### config.mk
export PLATFORM = sky130hd
export DESIGN_NAME = kmh_fifo
export DESIGN_NICKNAME = d
export VERILOG_FILES = /design/src/rtl/kmh_fifo.sv
export SDC_FILE = /design/constraint.sdc
export NUM_CORES = 1
export LEC_CHECK = 0
export ABC_AREA = 1
export BUFFER_PORTS_ARGS = -buffer_cell sky130_fd_sc_hd__buf_4
export CELL_PAD_IN_SITES_DETAIL_PLACEMENT = 1
export CELL_PAD_IN_SITES_GLOBAL_PLACEMENT = 1
export CORE_UTILIZATION = 38
export DETAILED_ROUTE_END_ITERATION = 12
export PLACE_DENSITY = 0.81
export SYNTH_ARGS = -nofsm -noshare
export SYNTH_HDL_FRONTEND = slang
export SYNTH_SLANG_ARGS = --single-unit
### constraint.sdc
create_clock -name clk_i -period 1.36 [get_ports clk_i]
set_input_delay 0.272 -clock clk_i [delete_from_list [all_inputs] [get_ports clk_i]]
set_output_delay 0.272 -clock clk_i [all_outputs]
set_load 0.02 [all_outputs]
### src/rtl/kmh_fifo.sv
// Small register FIFO used for the command queue and the result queue.
module kmh_fifo #(
  parameter int WIDTH = 8,
  parameter int DEPTH = 2
) (
  input  logic                       clk_i,
  input  logic                       rst_ni,
  input  logic                       push_i,
  input  logic [WIDTH-1:0]           wdata_i,
  output logic                       full_o,
  input  logic                       pop_i,
  output logic [WIDTH-1:0]           rdata_o,
  output logic                       empty_o,
  output logic [$clog2(DEPTH+1)-1:0] count_o
);

  localparam int AW = $clog2(DEPTH);
  localparam int CW = $clog2(DEPTH + 1);

  logic [WIDTH-1:0] mem_q [DEPTH];
  logic [AW-1:0]    wr_q, wr_d, rd_q, rd_d;
  logic [CW-1:0]    count_q, count_d;

  always_comb begin
    wr_d    = push_i ? wr_q + 1'b1 : wr_q;
    rd_d    = pop_i ? rd_q + 1'b1 : rd_q;
    count_d = count_q + CW'(push_i) - CW'(pop_i);
  end

  always_ff @(posedge clk_i or negedge rst_ni) begin
    if (!rst_ni) begin
      wr_q    <= '0;
      rd_q    <= '0;
      count_q <= '0;
    end else begin
      wr_q    <= wr_d;
      rd_q    <= rd_d;
      count_q <= count_d;
    end
  end

  always_ff @(posedge clk_i) begin
    if (push_i) begin
      mem_q[wr_q] <= wdata_i;
    end
  end

  assign rdata_o = mem_q[rd_q];
  assign empty_o = (count_q == '0);
  assign full_o  = (count_q == CW'(DEPTH));
  assign count_o = count_q;

endmodule

=== Word level (Yosys, flattened, before mapping) ===
Memories as Yosys holds them, arrays and structs flattened.
Index checks and enable logic that the tools add are counted.

* Multiplexer cells: 2
* Add/sub/neg operators: 4
* Reduce and logical (&&, ||, !) cells: 1
* Equal/unequal tests: 1

{| class="wikitable"
|+ Operator list
! cell !! number
|-
| 1-bit adder (second input constant) || 2
|-
| 2-bit by 1-bit adder with 2-bit output || 1
|-
| 2-bit == test (second input constant) || 1
|-
| 2-bit logical NOT || 1
|-
| 1-bit 2-to-1 mux || 2
|-
| 2-bit by 1-bit subtractor with 2-bit output || 1
|}

* Register bits: 4
* Logic and storage cells: 12
* Memories kept: 1
* Bits of input ports: 12
* Output and inout port bits: 12
* Memory bits (writable): 16

{| class="wikitable"
|+ Memories
! memory !! depth !! width !! rd ports !! clocked after Yosys merged registers in !! wr ports !! RTL line !! text
|-
| mem_q || 2 || 8 || 1 || 0 || 1 || 20 || <nowiki>logic [WIDTH-1:0] mem_q [DEPTH];</nowiki>
|}

=== Logic depth before layout (Yosys ltp) ===
Gate-level depths: netlist of the first run.

* Word-level depth: 2
* Depth in mapped cells: 7
* Depth with buffers taken out: 7

=== Worst setup path after synthesis of the first run ===
Ideal clock, no wire load.

* Kind: register to output
* Start: reg rd_q
* End: out rdata_o[1]
* Arrival: 0.981 ns
* Required time: 1.088 ns
* Setup slack: 0.107 ns
* Stages on the path, launching flop included: 3
* Buffers on the path: 1
* Path through: dfrtp_1 -> buf_6 -> o21ai_0

* Cells in the longest elaborated chain, start to end: 1

{| class="wikitable"
|+ RTL lines
! element !! RTL line !! text
|-
| start, declared || 21 || <nowiki>logic [AW-1:0] wr_q, wr_d, rd_q, rd_d;</nowiki>
|-
| start signal, assigned || 37 || <nowiki>rd_q <= rd_d;</nowiki>
|-
| memory 2 x 8 bit || n/a ||
|-
| end, declared || 12 || <nowiki>output logic [WIDTH-1:0] rdata_o,</nowiki>
|}

Every way passes these cells.

=== Final worst setup path of the first run ===
* Start: reg rd_q
* End: out rdata_o[6]

Same word-level chain as after synthesis.

==> flow_metrics.py, run 1 <==
metrics = {
    "setup_path": {
        "slowest_stage": "dfrtp_2",
        "crit_top_cell": "buf_4",
        "r2r-end": "count_o[1]",
        "worstPathArrival_ns": 1.17,
        "cpPeakStageDelay_ns": 0.44,
        "path_delay_family": "flip-flops",
        "cp_num_cells": 4,
        "reg2reg_setup_slack_ns": 0.16,
        "critPathLaunchType": "flip-flop",
        "worstSetupEndpointType": "output pin",
        "cp-endpoint": "rdata_o[6]",
        "r2r_start": "count_o[0]",
        "path_cells": "buf_4 > nand2_1 > o21ai_2 > buf_4",
        "crit_type": "flip-flop to output pin",
        "cp_num_buf_inv": 2,
        "cp_max_fo": 4,
        "worstPathRequired_ns": 1.09,
        "reg2reg_depth": 7,
        "startpoint": "rd_q",
    },
    "global_route": {
        "grt_pass1_vias": 598,
        "grt_use_total": 0.162,
        "grt_max_degree": 12,
        "grt_pass1_wl_um": 2730,
        "gr-total-overflow": 0,
        "antenna_found_initial": 0,
    },
    "clock_network": {
        "clkTransAtPathRegs_ns": 0.11,
        "cts_tree": "built",
        "cts_buffers": 3,
        "cts_sinks": 20,
        "clock-root-buffer": "clkbuf_4",
        "clock_latency_ns": 0.29,
        "cts_buffer_depth": 2,
        "ctsHtreeMaxLevel": 1,
    },
    "timing": {
        "rsz0062_at_grt": "true",
        "min_period_over_period": 1.06,
        "slew_headroom": 0.799,
        "max_freq_ghz": 0.693,
        "fin_worst_skew_ns": 0.00497,
        "setup_slack_ns": -0.0835,
        "min_period_ns": 1.44,
        "drv_slew": 0,
        "hold_viol": 0,
        "setup-violations-final": 8,
        "tns_ns": -0.609,
        "tightest_slew_ns": 0.302,
    },
    "detailed_routing": {
        "routed_wl_um": 1650,
        "route.detailed.drc": 0,
        "drt-initial-drc-count": 1,
        "ant_nets": 0,
        "post_drt_wl_per_cell_um": 13.2,
        "first_pass_iters": 3,
        "viasPerCell": 4.50,
        "num_vias": 562,
    },
    "layout": {
        "seqCellArea_um2": 582,
        "fin_nets": 113,
        "final_core_util": 0.567,
        "fill_cells": 214,
        "syn2layout_area_growth_pct": 36.6,
        "diodes": 0,
        "multiInputGateArea_um2": 198,
        "drive_gt1_frac": 0.439,
    },
    "pwr": {
        "p_int_w": 0.00148,
        "switchingPower_w": 0.000950,
        "cellPowerDensity_mw_per_mm2": 2140,
        "ir_drop_mv": 1.31,
        "p_leak_nw": 0.528,
        "clockPowerShare": 0.117,
        "switching_share": 0.391,
        "p_comb_frac": 0.501,
        "seq_power_share": 0.382,
    },
    "floorplanning": {
        "die_w_um": 48.8,
        "start_util": 0.415,
        "ios": 24,
        "die_y_um": 48.8,
        "die_area_mm2": 0.00238,
        "coreArea_mm2": 0.00200,
        "num_rows": 16,
    },
    "run_status": {
        "violations": "negative setup slack",
        "status": "complete, but fails checks",
    },
    "worst_hold_path": {
        "hp-class": "input port to flip-flop",
    },
    "logic_synthesis": {
        "ys_seq_area_frac": 0.699,
        "yosysWarnings": 0,
        "syn_inst": 67,
        "syn_nets": 81,
        "synth_area_um2": 831,
        "yosys_register_bits": 20,
        "ys_types": 12,
        "syn_avg_cell_area_um2": 12.4,
    },
    "place": {
        "place_hpwl_um": 1120,
        "gp_congestion": 0.714,
        "portBuffers": 23,
    },
    "flow_run": {
        "cap_viol_max_count": 0,
    },
}
## worst register-to-register path: stages (launching register included)
cell and delay [ns]:
dfrtp_1 0.40, inv_1 0.06, ha_1 0.26, inv_1 0.06
ha_1 0.15, inv_1 0.04, nand2_1 0.07, nand2_1 0.05
## flip-flops by register name, summed over array words and instances, names as in the netlist
name,flops
count_o,2
mem_q,16
wr_q,1
rd_q,1
## timing repair
action                     CTS  global route
cloned                       0             0
hold endpoints to repair     4             0
setup endpoints to repair    8             9
buffers inserted             3             1
hold buffers                 1             0
pin swaps                    4             0
resized for setup           20             1
## synth_stat cells
library cell  instances  share of area
nand2_1              14          0.063
xor2_1                2          0.021
ha_1                  2          0.030
nor2_1                3          0.014
edfxtp_1             16           0.58
dfrtp_1               4           0.12
buf_12                1          0.024
nand3_1               1         0.0060
o21ai_2               3          0.032
buf_6                 1          0.014
o21ai_0               5          0.030
inv_1                15          0.068
## how the worst min path moves through the flow
stage,to,slack [ns],cells past startpoint,startpoint
CTS,mem_q[0][4],0.14,1,wdata_i[4]
global route,mem_q[0][0],0.13,1,wdata_i[0]
detailed placement,wr_q,0.07,1,rst_ni
global placement,count_o[0],0.07,1,rst_ni
floorplan,count_o[0],-0.02,0,rst_ni
finish,mem_q[1][5],0.16,1,wdata_i[5]
## kinds of logic after synthesis
group,synth area share
adders and majority gates,0.0301
and+or+nand+nor,0.0828
xor gates and xnor gates,0.0211
DFF,0.699
AOI/OAI and AO/OA,0.0617
buffers and inverters,0.105
## through the flow
stage | instance area, µm² | hold slack [ns] | power [W] | cells | worst slack (ns)
finish | 1130 | 0.156 | 0.00243 | 125 | -0.0835
floorplan | 831 | -0.0236 | 0.00157 | 67 | 0.107
detailed placement | 1010 | 0.0729 | 0.00190 | 116 | -0.0241
global route | 1130 | 0.130 | 0.00259 | 125 | -0.143
global placement | 1010 | 0.0723 | 0.00184 | 116 | 0.0464
CTS | 1130 | 0.142 | 0.00242 | 124 | -0.0739
## per-layer routing
layer | vias to the layer above | share of wire | wire length, µm | track usage
li1 | 274 | - | - | -
met1 | 275 | 0.37 | 602 | 0.167
met2 | 11 | 0.60 | 984 | 0.310
met3 | 2 | 0.029 | 48 | 0.0503
met4 | 0 | 0.0079 | 13 | 0.0441
met5 | - | 0 | 0 | 0
## cell type report
type / instances / share of cell area
clock buffer: 4 / 0.0232
inverter: 15 / 0.0496
timing repair buffer: 29 / 0.211
multi-input combinational: 30 / 0.174
tap: 27 / 0.0298
sequential: 20 / 0.513
## cells in the final DEF (no fill, tap or decap), drive strengths merged
cell / netlist / layout
ha: 2 / 2
dlygate4sd3: 0 / 1
edfxtp: 16 / 16
buf: 2 / 28
xor2: 2 / 2
clkbuf: 0 / 4
nand3: 1 / 1
dfrtp: 4 / 4
nand2: 14 / 14
o21ai: 8 / 8
inv: 15 / 15
nor2: 3 / 3
## power by group through the flow
stage | Clock, W | Combinational (W) | Sequential [W]
finish | 0.000286 | 0.00122 | 0.000929
global placement | 0 | 0.000868 | 0.000976
floorplan | 0 | 0.000630 | 0.000940
CTS | 0.000294 | 0.00120 | 0.000920
detailed placement | 0 | 0.000904 | 0.000991
global route | 0.000331 | 0.00132 | 0.000943
Power figures use the tool's default switching activity.
==> run 2, diff against run 1 <==
Settings changed: REMOVE_ABC_BUFFERS set to 1.
==> flow_metrics.py, run 2 (synthesis gave the netlist of run 1 again) <==
metrics = {
    "place": {
        "portBuffers": 23,
        "place_hpwl_um": 1050,
        "gp_congestion": 0.690,
        "placed_cell_area_mm2": 0.00101,
    },
    "detailed_routing": {
        "ant_nets": 0,
        "num_vias": 541,
        "routed_wl_um": 1540,
        "post_drt_wl_per_cell_um": 12.3,
        "first_pass_iters": 4,
        "route.detailed.drc": 0,
        "viasPerCell": 4.33,
        "drt-initial-drc-count": 7,
    },
    "floorplanning": {
        "start_util": 0.415,
        "die_w_um": 48.8,
        "die_y_um": 48.8,
        "num_rows": 16,
        "ios": 24,
        "coreArea_mm2": 0.00200,
        "die_area_mm2": 0.00238,
    },
    "global_route": {
        "grt_use_total": 0.147,
        "met1_usage": 0.180,
        "grt_pass1_vias": 562,
        "grtUsageMet3": 0.0377,
        "grt_max_degree": 12,
        "grt.busiest_layer": "met2",
        "met2_usage": 0.259,
        "antenna_found_initial": 0,
        "grt_pass1_wl_um": 2520,
        "gr-total-overflow": 0,
    },
    "timing": {
        "rsz0062_at_grt": "true",
        "setup_slack_ns": -0.0783,
        "tns_ns": -0.552,
        "min_period_over_period": 1.06,
        "hold_viol": 0,
        "drv_slew": 0,
        "tightest_slew_ns": 0.300,
        "fin_worst_skew_ns": 0.00123,
        "setup-violations-final": 8,
        "max_freq_ghz": 0.695,
        "min_period_ns": 1.44,
        "holdWs_ns": 0.151,
        "slew_headroom": 0.800,
    },
    "layout": {
        "final_area_mm2": 0.00119,
        "fin_nets": 113,
        "syn2layout_area_growth_pct": 43.2,
        "final_core_util": 0.594,
        "largest_reg_flops": 16,
        "final_cell_mix": "buf_4, edfxtp_1, inv_1, nand2_1, buf_6",
        "drive_gt1_frac": 0.469,
        "diodes": 0,
        "final_common_cell": "buf_4",
        "largest-register": "mem_q",
    },
    "setup_path": {
        "worstPathRequired_ns": 1.09,
        "worstPathArrival_ns": 1.17,
        "slowest_stage": "dfrtp_2",
        "reg2reg_depth": 6,
        "critPathLaunchType": "flip-flop",
        "reg2reg_setup_slack_ns": 0.16,
        "crit_type": "flip-flop to output pin",
        "worstSetupEndpointType": "output pin",
        "path_cells": "buf_8 > o21ai_4 > buf_6",
        "r2r_start": "count_o[0]",
        "cp_max_fo": 8,
        "startpoint": "rd_q",
        "cpPeakStageDelay_ns": 0.44,
    },
    "clock_network": {
        "cts_buffers": 3,
        "clock_latency_ns": 0.29,
        "cts_buffer_depth": 2,
        "ctsHtreeMaxLevel": 1,
        "clkTransAtPathRegs_ns": 0.11,
        "clock-root-buffer": "clkbuf_4",
        "cts_sinks": 20,
        "cts_tree": "built",
    },
    "flow_run": {
        "cap_viol_max_count": 0,
    },
    "pwr": {
        "cellPowerDensity_mw_per_mm2": 2180,
        "ir_drop_mv": 1.05,
        "p_leak_nw": 0.541,
    },
    "run_status": {
        "violations": "negative setup slack",
        "status": "complete, but fails checks",
    },
    "worst_hold_path": {
        "hp-class": "input port to flip-flop",
        "hp-start": "pop_i",
        "hold_depth": 2,
    },
}
-- run 2: cell counts in the layout (fill, tap and decap cells not counted) --
No cell type changed its count.
-- run 2: path summary, 6_finish.rpt --
path,endpoint
setup / recovery,rdata_o[7]
hold / removal,rd_q
setup reg to reg,count_o[1]
hold reg to reg,wr_q
max in group asynchronous,rd_q
min in group asynchronous,wr_q
-- run 2: final cells by class --
class | count | area, µm²
inverters | 15 | 56.3
flip-flops and latches | 20 | 582
multi-input cells | 30 | 224
repair buffers | 29 | 258
fillers | 212 | 812
clock buffers | 4 | 36.3
well taps | 27 | 33.8
-- run 2: through the flow --
stage / std cells / total power (W) / setup WS [ns]
finish: 125 / 0.00259 / -0.0783
global route: 125 / 0.00276 / -0.134
CTS: 124 / 0.00243 / -0.0572
detailed placement: 116 / 0.00189 / -0.00440
global placement: 116 / 0.00184 / 0.0690
floorplan: 65 / 0.00147 / 0.0137
-- run 2: power breakdown --
| group | switching [W] | leakage, nW | internal, W |
|---|---|---|---|
| registers | 0.0000828 | 0.196 | 0.000835 |
| logic | 0.000732 | 0.324 | 0.000614 |
| clock network | 0.000168 | 0.0210 | 0.000163 |
| total | 0.000983 | 0.541 | 0.00161 |
-- run 2: critical path: cells and delay by family, from the launching register on --
family,cells,cell delay [ns]
flip-flops,1,0.44
AO/OA/AOI/OAI,1,0.15
buffers and inverters,2,0.29
-- run 2: per-layer routing --
metal | wire length (µm) | share of wire | vias up
met5 | 0 | 0 | -
met4 | 0 | 0 | 0
met2 | 895 | 0.58 | 9
met3 | 41 | 0.027 | 0
met1 | 603 | 0.39 | 259
li1 | - | - | 273
-- run 2: repair_timing --
item | 4_1_cts | 5_1_grt
hold buffers | 1 | 0
endpoints found under the hold margin | 4 | 0
endpoints found under the setup margin | 8 | 9
buffers inserted | 3 | 1
resized for setup | 18 | 13
pin swaps | 3 | 0
==> run 3, diff against run 2 <==
Settings changed: CELL_PAD_IN_SITES_DETAIL_PLACEMENT 1 to 0.
==> flow_metrics.py, run 3 (synthesis gave the netlist of run 1 again) <==
metrics = {
    "run_status": {
        "status": "complete, but fails checks",
        "violations": "negative setup slack",
    },
    "timing": {
        "drv_slew": 0,
        "max_freq_ghz": 0.699,
        "rsz0062_at_grt": "true",
        "setup_slack_ns": -0.0703,
        "min_period_over_period": 1.05,
        "tns_ns": -0.472,
        "tightest_slew_ns": 0.312,
        "min_period_ns": 1.43,
        "setup-violations-final": 8,
        "fin_worst_skew_ns": 0.000656,
        "hold_viol": 0,
        "slew_headroom": 0.792,
    },
    "layout": {
        "final_core_util": 0.596,
        "fin_nets": 113,
        "final_common_cell": "buf_4",
        "drive_gt1_frac": 0.469,
        "diodes": 0,
        "final_cell_mix": "buf_4, edfxtp_1, inv_1, buf_6, nand2_1",
        "fill_cells": 170,
        "seqCellArea_um2": 582,
        "largest-register": "mem_q",
        "multiInputGateArea_um2": 211,
        "largest_reg_flops": 16,
        "syn2layout_area_growth_pct": 43.7,
    },
    "global_route": {
        "grt_max_degree": 13,
        "grt_pass1_wl_um": 2220,
        "antenna_found_initial": 0,
        "grt_pass1_vias": 536,
        "gr-total-overflow": 0,
        "grt_use_total": 0.127,
    },
    "clock_network": {
        "clkTransAtPathRegs_ns": 0.11,
        "cts_buffers": 3,
        "cts_tree": "built",
        "cts_buffer_depth": 2,
        "clock_latency_ns": 0.29,
        "clock-root-buffer": "clkbuf_4",
        "ctsHtreeMaxLevel": 1,
        "cts_sinks": 20,
    },
    "worst_hold_path": {
        "hold_depth": 2,
        "hp-class": "input port to flip-flop",
    },
    "detailed_routing": {
        "first_pass_iters": 3,
        "viasPerCell": 4.28,
        "ant_nets": 0,
        "post_drt_wl_per_cell_um": 10.2,
        "routed_wl_um": 1280,
        "num_vias": 535,
        "drt-initial-drc-count": 1,
        "route.detailed.drc": 0,
    },
    "floorplanning": {
        "coreArea_mm2": 0.00200,
        "die_w_um": 48.8,
        "die_y_um": 48.8,
        "num_rows": 16,
        "ios": 24,
        "start_util": 0.415,
        "die_area_mm2": 0.00238,
    },
    "setup_path": {
        "worstSetupEndpointType": "output pin",
        "crit_type": "flip-flop to output pin",
        "worstPathRequired_ns": 1.09,
        "critPathLaunchType": "flip-flop",
        "reg2reg_depth": 6,
        "worstPathArrival_ns": 1.16,
        "cp_max_fo": 8,
    },
    "place": {
        "place_hpwl_um": 857,
        "post-place-ws_ns": 0.0284,
        "gp_congestion": 0.690,
        "portBuffers": 23,
    },
    "flow_run": {
        "cap_viol_max_count": 0,
    },
    "pwr": {
        "ir_drop_mv": 1.30,
        "p_leak_nw": 0.549,
        "finalPower_w": 0.00266,
        "cellPowerDensity_mw_per_mm2": 2230,
    },
}
## run 3: changes by cell type in the layout (fill, tap and decap cells not counted), sizes merged
cell,delta
clkbuf,-1
bufinv,+1
## run 3: area by class of cell
cell class,instances,share of cell area
clock inverter,1,0.0252
sequential,20,0.487
tap,27,0.0283
multi-input combinational,30,0.177
clock buffer,3,0.0189
timing repair buffer,29,0.216
inverter,15,0.0472
## run 3: per-layer routing
metal  global-route usage  part of all wire  vias to the layer above
met5                    0                 0                        -
met3               0.0377             0.028                        2
met2                0.225              0.56                       12
met1                0.146              0.40                      246
li1                     -                 -                      275
met4               0.0441            0.0070                        0
## run 3: worst max-delay path, cell delays in order (launching register included)
cell     delay (ns)
dfrtp_2        0.45
buf_8          0.15
nand2_2        0.06
o21ai_1        0.05
buf_4          0.15
## run 3: final timing paths
kind	start	end	slack, ns
worst max-delay path	rd_q	rdata_o[3]	-0.07
max in group asynchronous	rst_ni	rd_q	0.96
min in group asynchronous	rst_ni	count_o[0]	0.29
worst max register to register	count_o[0]	count_o[1]	0.19
worst min register to register	wr_q	wr_q	0.52
worst min-delay path	pop_i	rd_q	0.14
## run 3: power breakdown
group          switching, W  internal (W)  total, W
Clock              0.000174      0.000298  0.000472
Combinational      0.000664      0.000592   0.00126
Sequential        0.0000956      0.000835  0.000931
## run 3: stage by stage
| step | hold WS (ns) | area (µm²) | cells |
|---|---|---|---|
| floorplan | -0.0236 | 800 | 65 |
| global placement | 0.0721 | 1010 | 116 |
| detailed placement | 0.0730 | 1010 | 116 |
| CTS | 0.139 | 1150 | 125 |
| global route | 0.125 | 1190 | 125 |
| finish | 0.143 | 1190 | 125 |
## run 3: what timing repair did
| action | 4_1_cts | 5_1_grt |
|---|---|---|
| setup buffers | 4 | 0 |
| endpoints found under the hold margin | 4 | 0 |
| gates resized for setup | 19 | 11 |
| pin swaps | 8 | 1 |
| hold buffers | 1 | 0 |
| setup endpoints to repair | 8 | 8 |
