===== src/rtl/kmh_pkg.sv =====
// Shared types, codes and helpers for the k-mer histogram unit.
package kmh_pkg;

  // Input opcodes; code 3 carries no meaning and is dropped.
  typedef enum logic [1:0] {
    OP_CHAR     = 2'd0,
    OP_READ     = 2'd1,
    OP_READ_SET = 2'd2
  } opcode_e;

  // Commands queued from the front end to the counter back end.
  typedef enum logic [1:0] {
    CMD_BUMP     = 2'd0,
    CMD_READ     = 2'd1,
    CMD_READ_SET = 2'd2
  } cmd_op_e;

  localparam int CMD_OP_BITS = 2;

  // Configuration register indexes.
  localparam int CFG_INDEX_BITS = 2;
  localparam int CFG_DATA_BITS  = 16;
  localparam logic [CFG_INDEX_BITS-1:0] REG_WORD_LENGTH  = 2'd0;
  localparam logic [CFG_INDEX_BITS-1:0] REG_OVERLAP_MODE = 2'd1;
  localparam logic [CFG_INDEX_BITS-1:0] REG_PSEUDOCOUNT  = 2'd2;

  localparam logic [3:0]  WORD_LENGTH_RST  = 4'd4;
  localparam logic        OVERLAP_MODE_RST = 1'b1;
  localparam logic [15:0] PSEUDOCOUNT_RST  = 16'd0;

  // Field widths fixed by the interface.
  localparam int BIN_INDEX_BITS = 16;
  localparam int BIN_COUNT_BITS = 32;
  localparam int RESULT_BITS    = BIN_COUNT_BITS + BIN_INDEX_BITS;

  // Nucleotide characters.
  localparam logic [7:0] CH_UP_A = 8'h41;
  localparam logic [7:0] CH_UP_C = 8'h43;
  localparam logic [7:0] CH_UP_G = 8'h47;
  localparam logic [7:0] CH_UP_T = 8'h54;
  localparam logic [7:0] CH_LO_A = 8'h61;
  localparam logic [7:0] CH_LO_C = 8'h63;
  localparam logic [7:0] CH_LO_G = 8'h67;
  localparam logic [7:0] CH_LO_T = 8'h74;

  typedef struct packed {
    logic [3:0]  word_length;
    logic        overlap_mode;
    logic [15:0] pseudocount;
  } cfg_t;

  typedef struct packed {
    logic clearing;
  } back_status_t;

  typedef struct packed {
    logic       valid;
    logic [1:0] code;
  } nt_t;

  // Map a sequence byte to its 2-bit code; anything else is not a base.
  function automatic nt_t nt_decode(input logic [7:0] ch);
    nt_t r;
    r.valid = 1'b1;
    r.code  = 2'd0;
    case (ch)
      CH_UP_A, CH_LO_A: r.code = 2'd0;
      CH_UP_C, CH_LO_C: r.code = 2'd1;
      CH_UP_G, CH_LO_G: r.code = 2'd2;
      CH_UP_T, CH_LO_T: r.code = 2'd3;
      default:          r.valid = 1'b0;
    endcase
    return r;
  endfunction

endpackage


===== src/rtl/kmh_front.sv =====
// Front end: accepts words, tracks the rolling k-mer and emits bin commands.
module kmh_front #(
  parameter int MAX_WORD   = 8,
  parameter int INDEX_BITS = 16
) (
  input  logic                                      clk_i,
  input  logic                                      rst_ni,
  input  kmh_pkg::cfg_t                             cfg_i,
  input  kmh_pkg::back_status_t                     status_i,
  input  logic                                      in_valid_i,
  output logic                                      in_ready_o,
  input  logic [1:0]                                opcode_i,
  input  logic [7:0]                                char_code_i,
  input  logic                                      last_of_sequence_i,
  input  logic [kmh_pkg::BIN_INDEX_BITS-1:0]        bin_index_i,
  input  logic                                      cmd_full_i,
  output logic                                      cmd_push_o,
  output logic [kmh_pkg::CMD_OP_BITS+INDEX_BITS-1:0] cmd_o
);

  localparam int KW = $clog2(MAX_WORD + 1);
  localparam int PW = (MAX_WORD > 1) ? $clog2(MAX_WORD) : 1;

  logic [INDEX_BITS-1:0] roll_q, roll_d;
  logic [KW-1:0]         run_q, run_d;
  logic [PW-1:0]         pos_q, pos_d;
  logic                  blk_ok_q, blk_ok_d;

  logic [3:0]            k_raw;
  logic [KW-1:0]         k_eff;
  logic [INDEX_BITS-1:0] kmask;
  logic [KW:0]           run_inc, pos_inc;
  logic                  blk_done, blk_ok_mid, bump;
  kmh_pkg::nt_t          nt;
  logic [INDEX_BITS-1:0] kmer_ix;
  logic [31:0]           ix_wide;
  logic [INDEX_BITS-1:0] ix;
  logic                  accept, need_cmd;
  kmh_pkg::cmd_op_e      cmd_op;
  logic [INDEX_BITS-1:0] cmd_ix;

  // Clamp K into 1..MAX_WORD.
  always_comb begin
    if (cfg_i.word_length == 4'd0) begin
      k_raw = 4'd1;
    end else if (cfg_i.word_length > 4'(MAX_WORD)) begin
      k_raw = 4'(MAX_WORD);
    end else begin
      k_raw = cfg_i.word_length;
    end
    k_eff = KW'(k_raw);
  end

  always_comb begin
    kmask = '0;
    for (int i = 0; i < MAX_WORD; i++) begin
      kmask[2*i +: 2] = (i < int'(k_eff)) ? 2'b11 : 2'b00;
    end
  end

  // Tracker update for one character.
  always_comb begin
    nt         = kmh_pkg::nt_decode(char_code_i);
    run_inc    = (KW+1)'(run_q) + 1'b1;
    pos_inc    = (KW+1)'(pos_q) + 1'b1;
    blk_done   = (pos_inc >= (KW+1)'(k_eff));
    roll_d     = roll_q;
    run_d      = run_q;
    blk_ok_mid = blk_ok_q;
    if (nt.valid) begin
      roll_d = ((roll_q << 2) | INDEX_BITS'(nt.code)) & kmask;
      run_d  = (run_inc < (KW+1)'(k_eff)) ? run_inc[KW-1:0] : k_eff;
    end else begin
      run_d      = '0;
      blk_ok_mid = 1'b0;
    end
    if (cfg_i.overlap_mode) begin
      bump = nt.valid && (run_d >= k_eff);
    end else begin
      bump = blk_done && blk_ok_mid;
    end
    // Bump the window this character closes, ahead of any end-of-sequence clear.
    kmer_ix = roll_d;
    if (blk_done) begin
      pos_d    = '0;
      blk_ok_d = 1'b1;
    end else begin
      pos_d    = pos_inc[PW-1:0];
      blk_ok_d = blk_ok_mid;
    end
    if (last_of_sequence_i) begin
      roll_d   = '0;
      run_d    = '0;
      pos_d    = '0;
      blk_ok_d = 1'b1;
    end
  end

  assign ix_wide    = 32'(bin_index_i);
  assign ix         = ix_wide[INDEX_BITS-1:0];
  assign in_ready_o = !status_i.clearing && !cmd_full_i;
  assign accept     = in_valid_i && in_ready_o;

  // Classify the word into a back-end command, if any.
  always_comb begin
    need_cmd = 1'b0;
    cmd_op   = kmh_pkg::CMD_BUMP;
    cmd_ix   = kmer_ix;
    case (kmh_pkg::opcode_e'(opcode_i))
      kmh_pkg::OP_CHAR: begin
        need_cmd = bump;
      end
      kmh_pkg::OP_READ: begin
        need_cmd = 1'b1;
        cmd_op   = kmh_pkg::CMD_READ;
        cmd_ix   = ix;
      end
      kmh_pkg::OP_READ_SET: begin
        need_cmd = 1'b1;
        cmd_op   = kmh_pkg::CMD_READ_SET;
        cmd_ix   = ix;
      end
      default: begin
        need_cmd = 1'b0;
      end
    endcase
  end

  assign cmd_push_o = accept && need_cmd;
  assign cmd_o      = {cmd_op, cmd_ix};

  always_ff @(posedge clk_i or negedge rst_ni) begin
    if (!rst_ni) begin
      roll_q   <= '0;
      run_q    <= '0;
      pos_q    <= '0;
      blk_ok_q <= 1'b1;
    end else if (accept && (kmh_pkg::opcode_e'(opcode_i) == kmh_pkg::OP_CHAR)) begin
      roll_q   <= roll_d;
      run_q    <= run_d;
      pos_q    <= pos_d;
      blk_ok_q <= blk_ok_d;
    end
  end

endmodule


===== config.mk =====
export PLATFORM = sky130hd
export DESIGN_NAME = kmh_front
export DESIGN_NICKNAME = d
export VERILOG_FILES = /design/src/rtl/kmh_pkg.sv /design/src/rtl/kmh_front.sv
export SDC_FILE = /design/constraint.sdc
export NUM_CORES = 1
export LEC_CHECK = 0
export BUFFER_PORTS_ARGS = -buffer_cell sky130_fd_sc_hd__buf_2
export CORE_MARGIN = 5
export CORE_UTILIZATION = 50
export CTS_CLUSTER_SIZE = 40
export DETAILED_ROUTE_END_ITERATION = 16
export GPL_TIMING_DRIVEN = 0
export PLACE_DENSITY = 0.75
export SYNTH_ARGS = -nofsm -noshare
export SYNTH_HDL_FRONTEND = slang
export SYNTH_SLANG_ARGS = --single-unit

===== constraint.sdc =====
create_clock -name clk_i -period 4.7 [get_ports clk_i]
set_clock_uncertainty 0.15 [all_clocks]
set_input_delay 0.705 -clock clk_i [delete_from_list [all_inputs] [get_ports clk_i]]
set_output_delay 0.705 -clock clk_i [all_outputs]
set_load 0.01 [all_outputs]

# --- Yosys cells after proc, flatten, opt, wreduce, memory -nomap -nowiden ---
# Index checks and enable logic that the tools add are counted.
# W data, S select, Z words.
word_totals:
  mem_count: 0
  ramBits: 0
  inputBits: 53
  latch_bits: 0
  regBits: 24
  mem_bits_ro: 0
classes:
  add_sub_neg: 2
  n_div: 0
  n_mux: 26
  n_lt_le_gt_ge: 12
  n_eq_ne: 10
  n_reduce_logical: 15
  n_bitwise: 2
  n_shift: 0
  n_mul: 0
ops:
  columns: ["cell", "count"]
  rows:
  - ["$eq A8 B7 Y1 const B", 8]
  - ["$mux W16", 3]
  - ["$mux W4", 5]
  - ["$and A16 B16 Y16", 1]
  - ["$lt A3 B4 Y1 const A", 4]
  - ["$mux W2", 8]
  - ["$or A16 B2 Y16", 1]
  - ["$ge A4 B4 Y1", 2]
  - ["$lt A1 B4 Y1 const A", 2]
  - ["$lt A2 B4 Y1 const A", 2]
  - ["$reduce_or A2 Y1", 4]
  - ["$reduce_or A8 Y1", 1]
  - ["$logic_and A1 B1 Y1", 6]
  - ["$mux W3", 2]
  - ["$pmux W2 S3", 1]
  - ["$add A4 B1 Y5 const B", 1]
  - ["$lt A5 B4 Y1", 1]
  - ["$mux W1", 5]
  - ["$add A3 B1 Y4 const B", 1]
  - ["$gt A4 B4 Y1 const B", 1]
  - ["$logic_not A4 Y1", 1]
  - ["$pmux W2 S2", 1]
  - ["$eq A2 B1 Y1 const B", 1]
  - ["$eq A2 B2 Y1 const B", 1]
  - ["other kinds (3)", 4]

# --- Depth between registers and ports, before layout ---
# Gate-level depths: netlist of run 1.
logic_depth:
  word_depth: 11
  depth_mapped: 14

# --- Least setup slack after synthesis of run 1 ---
# OpenSTA, ideal clock, no wires.
synth_path:
  kind: "input to output"
  start: "in cfg_i[19] in the netlist's numbering"
  end: "out cmd_push_o"
  t_arrival_ns: 2.994
  stages: 13
  t_required_ns: 3.845
  setup_slack_ns: 0.851
  path_cell_list: "nor2b_1 -> inv_1 -> ha_1 -> a21oi_1 -> o21ai_1 -> a41oi_4 -> mux2i_1 -> nand2_1 -> ha_1 -> o21ai_0 -> a21oi_1 -> nor4b_1 -> nor4_1"
synth_via:
  elab_chain_cells: 11
  word_cells_on_any_way: 14
synth_lines:
  columns: ["element", "line_no", "source"]
  rows:
  - ["from (decl)", "kmh_front.sv:8", "input kmh_pkg::cfg_t cfg_i,"]
  - ["$gt A4 B4 Y1", "kmh_front.sv:46", "end else if (cfg_i.word_length > 4'(MAX_WORD)) begin"]
  - ["$mux W4", "kmh_front.sv:46", null]
  - ["$mux W4 *", "kmh_front.sv:44", "if (cfg_i.word_length == 4'd0) begin"]
  - ["$lt A5 B4 Y1", "kmh_front.sv:72", "run_d = (run_inc < (KW+1)'(k_eff)) ? run_inc[KW-1:0] : k_eff;"]
  - ["$mux W4", "kmh_front.sv:72", null]
  - ["$mux W4", "kmh_front.sv:70", "if (nt.valid) begin"]
  - ["$ge A4 B4 Y1", "kmh_front.sv:78", "bump = nt.valid && (run_d >= k_eff);"]
  - ["$logic_and A1 B1 Y1", "kmh_front.sv:78", null]
  - ["$mux W1 *", "kmh_front.sv:77", "if (cfg_i.overlap_mode) begin"]
  - ["$pmux W1 S2 *", "kmh_front.sv:109", "case (kmh_pkg::opcode_e'(opcode_i))"]
  - ["$logic_and A1 B1 Y1 *", "kmh_front.sv:129", "assign cmd_push_o = accept && need_cmd;"]
  - ["to (decl)", "kmh_front.sv:17", "output logic cmd_push_o,"]
# Mark *: on every way between the ends. The rest lies on a longest branch, timed or not.

# --- Final worst setup path of run 1 ---
# Same ends and word-level chain as after synthesis.

==> impl_metrics.env, run 1 <==
export IMPL_fill_cells=380
export IMPL_setup_ws_ps=273
export IMPL_synth_cells=267
export IMPL_reg2reg_slack_ps=2120
export IMPL_cp_end_kind="output pin"
export IMPL_gp_routability_congestion=0.827
export IMPL_cp_data_required_time_ps=3850
export IMPL_ant_nets=0
export IMPL_grt_ovfl_total=0
export IMPL_crit_type="in -> out"
export IMPL_setup_tns_ps=0
export IMPL_p_leak_nw=1.24
export IMPL_hold_viol=0
export IMPL_rows=24
export IMPL_vdd_drop_max_uv=165
export IMPL_p_clk_frac=0.234
export IMPL_io_pins=73
export IMPL_wl_um=5670
export IMPL_yosysWarnings=0
export IMPL_cts_tree="built"
export IMPL_syn_area_um2=2160
export IMPL_outcome="complete, no violations"
export IMPL_placement_io_buffers=54
export IMPL_wire_per_inst_um=14.9
export IMPL_place_inst=373
export IMPL_startpoint_type="input pin"
export IMPL_fin_cells=381
export IMPL_drt_vias_per_instance=5.73
export IMPL_antenna_cells=0
export IMPL_power_mw=0.618
export IMPL_insertion_delay_ps=270
export IMPL_ys_seq_elements=24
export IMPL_power_switching_mw=0.211
export IMPL_drt_initial_drc_count=107
export IMPL_path_delay_family="simple AND/OR/NAND/NOR gates"
export IMPL_core_um2=4260
export IMPL_clockBufferDepth=2
export IMPL_cp_max_fo=6
export IMPL_syn_nets=337
export IMPL_period_share=0.942
export IMPL_pwr_share_seq=0.410
export IMPL_cts_htree_levels=1
export IMPL_path_buf_inv=4
export IMPL_comb_power_share=0.357
export IMPL_cts_root_buffer="clkbuf_8"
export IMPL_tightestPinTransition_ps=548
export IMPL_min_path_type="in -> async"
export IMPL_drc=0
export IMPL_relSlewSlack=0.634
export IMPL_die_height_um=75.8
export IMPL_grt_max_degree=25
export IMPL_antenna_found_initial=0
export IMPL_slowest_stage="ha_1"
export IMPL_netSwitchingFraction=0.342
export IMPL_dp_final_hpwl_um=4440
export IMPL_internal_power_mw=0.406
export IMPL_start_util=0.507
export IMPL_drv_cap=0
export IMPL_final_util=0.606
export IMPL_num_vias=2185
export IMPL_drive_gt1_frac=0.237
export IMPL_setup_violations=0
export IMPL_post_place_ws_ps=241
export IMPL_nNetsFinal=400
export IMPL_syn_avg_cell_area_um2=8.10
export IMPL_period_needed_ps=4430
export IMPL_slew_violations=0
export IMPL_path_cells="buf_2, nor2b_1, inv_1, ha_1, a21oi_1, o21ai_1, a41oi_4, buf_4, mux2i_1, nor2_1, ha_1, o21ai_0, a21oi_1, nor4b_1, nor4_1, buf_2"
export IMPL_grt_pass1_wl_um=9380
export IMPL_cts_sinks=24
export IMPL_post_cts_resized=0
export IMPL_area_growth_pct=19.4
export IMPL_cts_buffers=3
export IMPL_clkSlewWorstSetupHoldPaths_ps=90
export IMPL_synth_distinct_cells=51
export IMPL_die_w_um=75.8
export IMPL_power_density_nw_per_um2=239
export IMPL_max_freq_ghz=0.226
export IMPL_rsz0062_at_grt="false"
export IMPL_ys_seq_area_frac=0.278
export IMPL_first_pass_iters=5
export IMPL_grt_usage=0.210
export IMPL_arrival_ps=3570
export IMPL_grt_pass1_vias=2096
export IMPL_cp_slowest_stage_delay_ps=360
export IMPL_die_area_um2=5740
## through the flow
stage          area, um^2  hold slack [ps]
2_1_floorplan        2160              259
3_3_place_gp         2500              328
3_5_place_dp         2500              343
4_1_cts              2550              273
5_1_grt              2580              287
6_report             2580              253
## registers in the layout, summed over array words and instances (netlist names)
signal and flops:
run_q 4, blk_ok_q 1, roll_q 16, pos_q 3
## path summary, 6_finish.rpt
kind,depth (start not counted),startpoint,end
setup / recovery,16,cfg_i[19],cmd_push_o
hold / removal,1,rst_ni,roll_q[11]$_DFFE_PN0P_
setup reg to reg,10,run_q[0]$_DFFE_PN0P_,run_q[2]$_DFFE_PN0P_
hold reg to reg,2,roll_q[7]$_DFFE_PN0P_,roll_q[7]$_DFFE_PN0P_
max in group asynchronous,1,rst_ni,blk_ok_q$_DFFE_PN1P_
min in group clk_i,2,roll_q[7]$_DFFE_PN0P_,roll_q[7]$_DFFE_PN0P_
## synth_stat cells (all sizes together)
library cell,n,share of area
a21oi,10,0.025
and4bb,1,0.0058
and2,2,0.0058
nor4,1,0.0029
o21ai,30,0.069
o21a,1,0.0035
a211oi,1,0.0035
nand2b,12,0.035
dfstp,1,0.012
a2bb2oi,2,0.0081
a41oi,2,0.017
a22o,4,0.016
mux2i,16,0.074
clkbuf,8,0.014
o22ai,1,0.0029
nand2,50,0.087
a21o,2,0.0069
and3,2,0.0058
buf,5,0.016
o21bai,2,0.0087
a22oi,1,0.0035
nand3b,1,0.0035
dfrtp,23,0.27
nor3,3,0.0069
ha,17,0.098
or3b,1,0.0041
o31ai,2,0.0069
xor2,2,0.0081
nand3,5,0.014
a32o,1,0.0046
or2,1,0.0029
nor2,12,0.022
mux2,5,0.026
nor3b,1,0.0035
nor4b,1,0.0041
inv,14,0.024
a31oi,3,0.0087
o221ai,10,0.041
nor2b,10,0.029
xnor2,1,0.0041
## what timing repair did
| item | in CTS | in global routing |
|---|---|---|
| hold buffers | 0 | 0 |
| setup buffers | 0 | 4 |
| endpoints found under the setup margin | 0 | 1 |
## power by group through the flow
stage / sequential [mW] / clock [mW] / combinational, mW
detailed placement: 0.256 / 0 / 0.211
CTS: 0.252 / 0.148 / 0.212
global route: 0.256 / 0.156 / 0.245
finish: 0.253 / 0.144 / 0.220
global placement: 0.256 / 0 / 0.203
floorplan: 0.251 / 0 / 0.141
## cell usage in the layout (no fill, tap or decap), types with 2 or more instances in the layout
master	instances
and2_1	2
and3_1	2
a22o_1	4
o21ai_1	4
xor2_1	2
nor2_1	11
clkbuf_1	8
mux2_2	3
ha_1	17
clkbuf_8	4
nor3_1	3
nor2b_1	10
nand3_1	4
o221ai_1	10
a31oi_1	3
mux2_1	2
dfrtp_1	23
inv_1	13
nand2_1	50
buf_2	55
o21ai_0	26
a21oi_1	9
buf_4	6
mux2i_1	16
o31ai_1	2
a2bb2oi_1	2
a21o_1	2
nand2b_1	12
## cell families after synthesis
| logic type | synth area share |
|---|---|
| fa+ha+maj | 0.0984 |
| compound gates | 0.225 |
| flops | 0.278 |
| buf+inv | 0.0544 |
| simple gates | 0.231 |
| mux | 0.100 |
| xor+xnor | 0.0122 |
## layer usage
layer  track usage  part of all wire
met5             0                 0
met4        0.0621            0.0085
met3        0.0158             0.041
met2         0.359              0.52
met1         0.284              0.43
## final cells by class
class,count,area (um^2),share of cell area
timing repair buffer,58,300,0.116
multi-input combinational,216,1440,0.559
inverter,14,52.6,0.0203
buffer,13,65.1,0.0252
tap,52,65.1,0.0252
clock buffer,4,55.1,0.0213
sequential,24,602,0.233
(Power assumes the default switching activity.)
==> inputs of run 2 (changes only) <==
- CELL_PAD_IN_SITES_DETAIL_PLACEMENT: default -> 0
- CELL_PAD_IN_SITES_GLOBAL_PLACEMENT: default -> 1
- CORE_MARGIN: 5 -> 2
- CORE_UTILIZATION: 50 -> 36
- PLACE_DENSITY: 0.75 -> 0.76
- TNS_END_PERCENT: default -> 100
==> run 2 against run 1 <==
Clock power increased by 3%; sequential power barely moved; critical path depth fell by 1; maximum frequency increased by 0.77%; combinational power is 5% lower; wire length grew 3.6%; non-clock buffer count decreased by 4; cell count is 5.0% higher; total power fell by 1.1%; core utilization down 16 points; register-to-register slack about the same.
==> impl_metrics.env, run 2 (synthesis results as in run 1) <==
export IMPL_p_leak_nw=1.22
export IMPL_cts_sinks=24
export IMPL_grt_ovfl_total=0
export IMPL_cp_end_kind="output pin"
export IMPL_relSlewSlack=0.608
export IMPL_reg2reg_depth=8
export IMPL_vdd_drop_max_uv=213
export IMPL_num_vias=2120
export IMPL_placement_io_buffers=54
export IMPL_period_share=0.935
export IMPL_multi_input_area_um2=1440
export IMPL_cts_buffers=3
export IMPL_outcome="complete, no violations"
export IMPL_cp_max_fo=6
export IMPL_ant_nets=0
export IMPL_gp_routability_congestion=0.813
export IMPL_r2r_start="run_q[0]$_DFFE_PN0P_"
export IMPL_core_um2=5850
export IMPL_final_common_cell="buf_2"
export IMPL_rsz0062_at_grt="false"
export IMPL_grt_usage=0.189
export IMPL_clockBufferDepth=2
export IMPL_holdBufCountCts=0
export IMPL_cp_num_cells=15
export IMPL_startpoint_type="input pin"
export IMPL_drt_initial_drc_count=111
export IMPL_rows=28
export IMPL_dr_wl_met2_um=2890
export IMPL_drv_cap=0
export IMPL_fill_cells=630
export IMPL_wirelength_met1_um=2710
export IMPL_dp_final_hpwl_um=4510
export IMPL_reg2reg_slack_ps=2130
export IMPL_top_register="roll_q"
export IMPL_tightestPinTransition_ps=588
export IMPL_antenna_cells=0
export IMPL_drt_vias_per_instance=5.30
export IMPL_slowest_stage="ha_1"
export IMPL_cts_setup_buffers=0
export IMPL_cts_htree_levels=1
export IMPL_drive_gt1_frac=0.228
export IMPL_cts_tree="built"
export IMPL_setup_tns_ps=0
export IMPL_wire_per_inst_um=14.7
export IMPL_io_pins=73
export IMPL_path_cells="buf_2, nor2b_1, inv_1, ha_1, a21oi_1, o21ai_1, a41oi_4, mux2i_1, nand2_1, ha_1, o21ai_0, a21oi_1, nor4b_1, nor4_1, buf_2"
export IMPL_die_height_um=81.5
export IMPL_post_cts_resized=0
export IMPL_seqCellArea_um2=602
export IMPL_area_growth_pct=19.4
export IMPL_slew_violations=0
export IMPL_nNetsFinal=396
export IMPL_met3WireLength_um=175
export IMPL_first_pass_iters=4
export IMPL_start_util=0.370
export IMPL_drc=0
export IMPL_crit_type="in -> out"
export IMPL_max_freq_ghz=0.228
export IMPL_grt_pass1_wl_um=9700
export IMPL_die_area_um2=6640
export IMPL_clkSlewWorstSetupHoldPaths_ps=90
export IMPL_final_util=0.441
export IMPL_startpoint="cfg_i[19]"
export IMPL_hold_viol=0
export IMPL_power_density_nw_per_um2=237
export IMPL_period_needed_ps=4390
export IMPL_crit_end="cmd_push_o"
export IMPL_r2r_end="run_q[1]$_DFFE_PN0P_"
export IMPL_cts_root_buffer="clkbuf_8"
export IMPL_die_w_um=81.5
export IMPL_path_delay_family="compound AO/OA/AOI/OAI gates"
export IMPL_arrival_ps=3540
export IMPL_antenna_found_initial=0
export IMPL_setup_violations=0
export IMPL_min_path_type="in -> async"
export IMPL_wl_um=5880
export IMPL_cp_slowest_stage_delay_ps=360
export IMPL_grt_pass1_vias=2006
export IMPL_routed_top_layer="met4"
export IMPL_largestRegisters="roll_q x16, run_q x4, pos_q x3"
export IMPL_path_buf_inv=3
export IMPL_insertion_delay_ps=270
export IMPL_cp_data_required_time_ps=3850
export IMPL_grt_max_degree=25
export IMPL_final_cell_mix="buf_2 (55), nand2_1 (50), o21ai_0 (26), dfrtp_1 (23), ha_1 (17)"
export IMPL_largest_reg_flops=16
==> run 2: cell count changes in the layout (fill, tap and decap cells not counted) <==
cell   previous run  this run
buf_4             6         2
==> run 2: worst min-delay path by stage <==
stage	to	depth (start not counted)	slack [ps]
final	roll_q[13]$_DFFE_PN0P_	1	270
after global routing	roll_q[13]$_DFFE_PN0P_	1	310
after CTS	roll_q[13]$_DFFE_PN0P_	1	290
after detailed placement	roll_q[14]$_DFFE_PN0P_	1	340
after global placement	roll_q[0]$_DFFE_PN0P_	2	330
after floorplan	pos_q[0]$_DFFE_PN0P_	0	260
==> run 2: stage by stage <==
step | hold slack, ps | instance area [um^2] | setup slack [ps] | instances | power (mW)
4_1_cts | 289 | 2580 | 266 | 400 | 0.616
2_1_floorplan | 259 | 2160 | 851 | 267 | 0.392
5_1_grt | 306 | 2580 | 72.2 | 400 | 0.658
3_3_place_gp | 333 | 2530 | 274 | 396 | 0.464
6_report | 271 | 2580 | 307 | 400 | 0.611
3_5_place_dp | 341 | 2530 | 270 | 396 | 0.468
==> run 2: power breakdown <==
part	total, mW	internal, mW	switching (mW)	leakage [nW]
Combinational	0.210	0.0939	0.116	0.902
Sequential	0.253	0.231	0.0221	0.287
Clock	0.148	0.0750	0.0732	0.0288
==> run 2: area by class of cell <==
class                           instances  area share
Multi-Input combinational cell        216       0.559
Timing Repair Buffer                   54       0.105
Tap cell                               75      0.0364
Clock buffer                            4      0.0213
Sequential cell                        24       0.233
Buffer                                 13      0.0252
Inverter                               14      0.0204
==> run 2: routing by layer <==
layer / global-route usage / vias to the layer above
li1: - / 1065
met1: 0.249 / 1013
met2: 0.330 / 35
met3: 0.0286 / 7
met4: 0.0339 / 0
met5: 0 / -
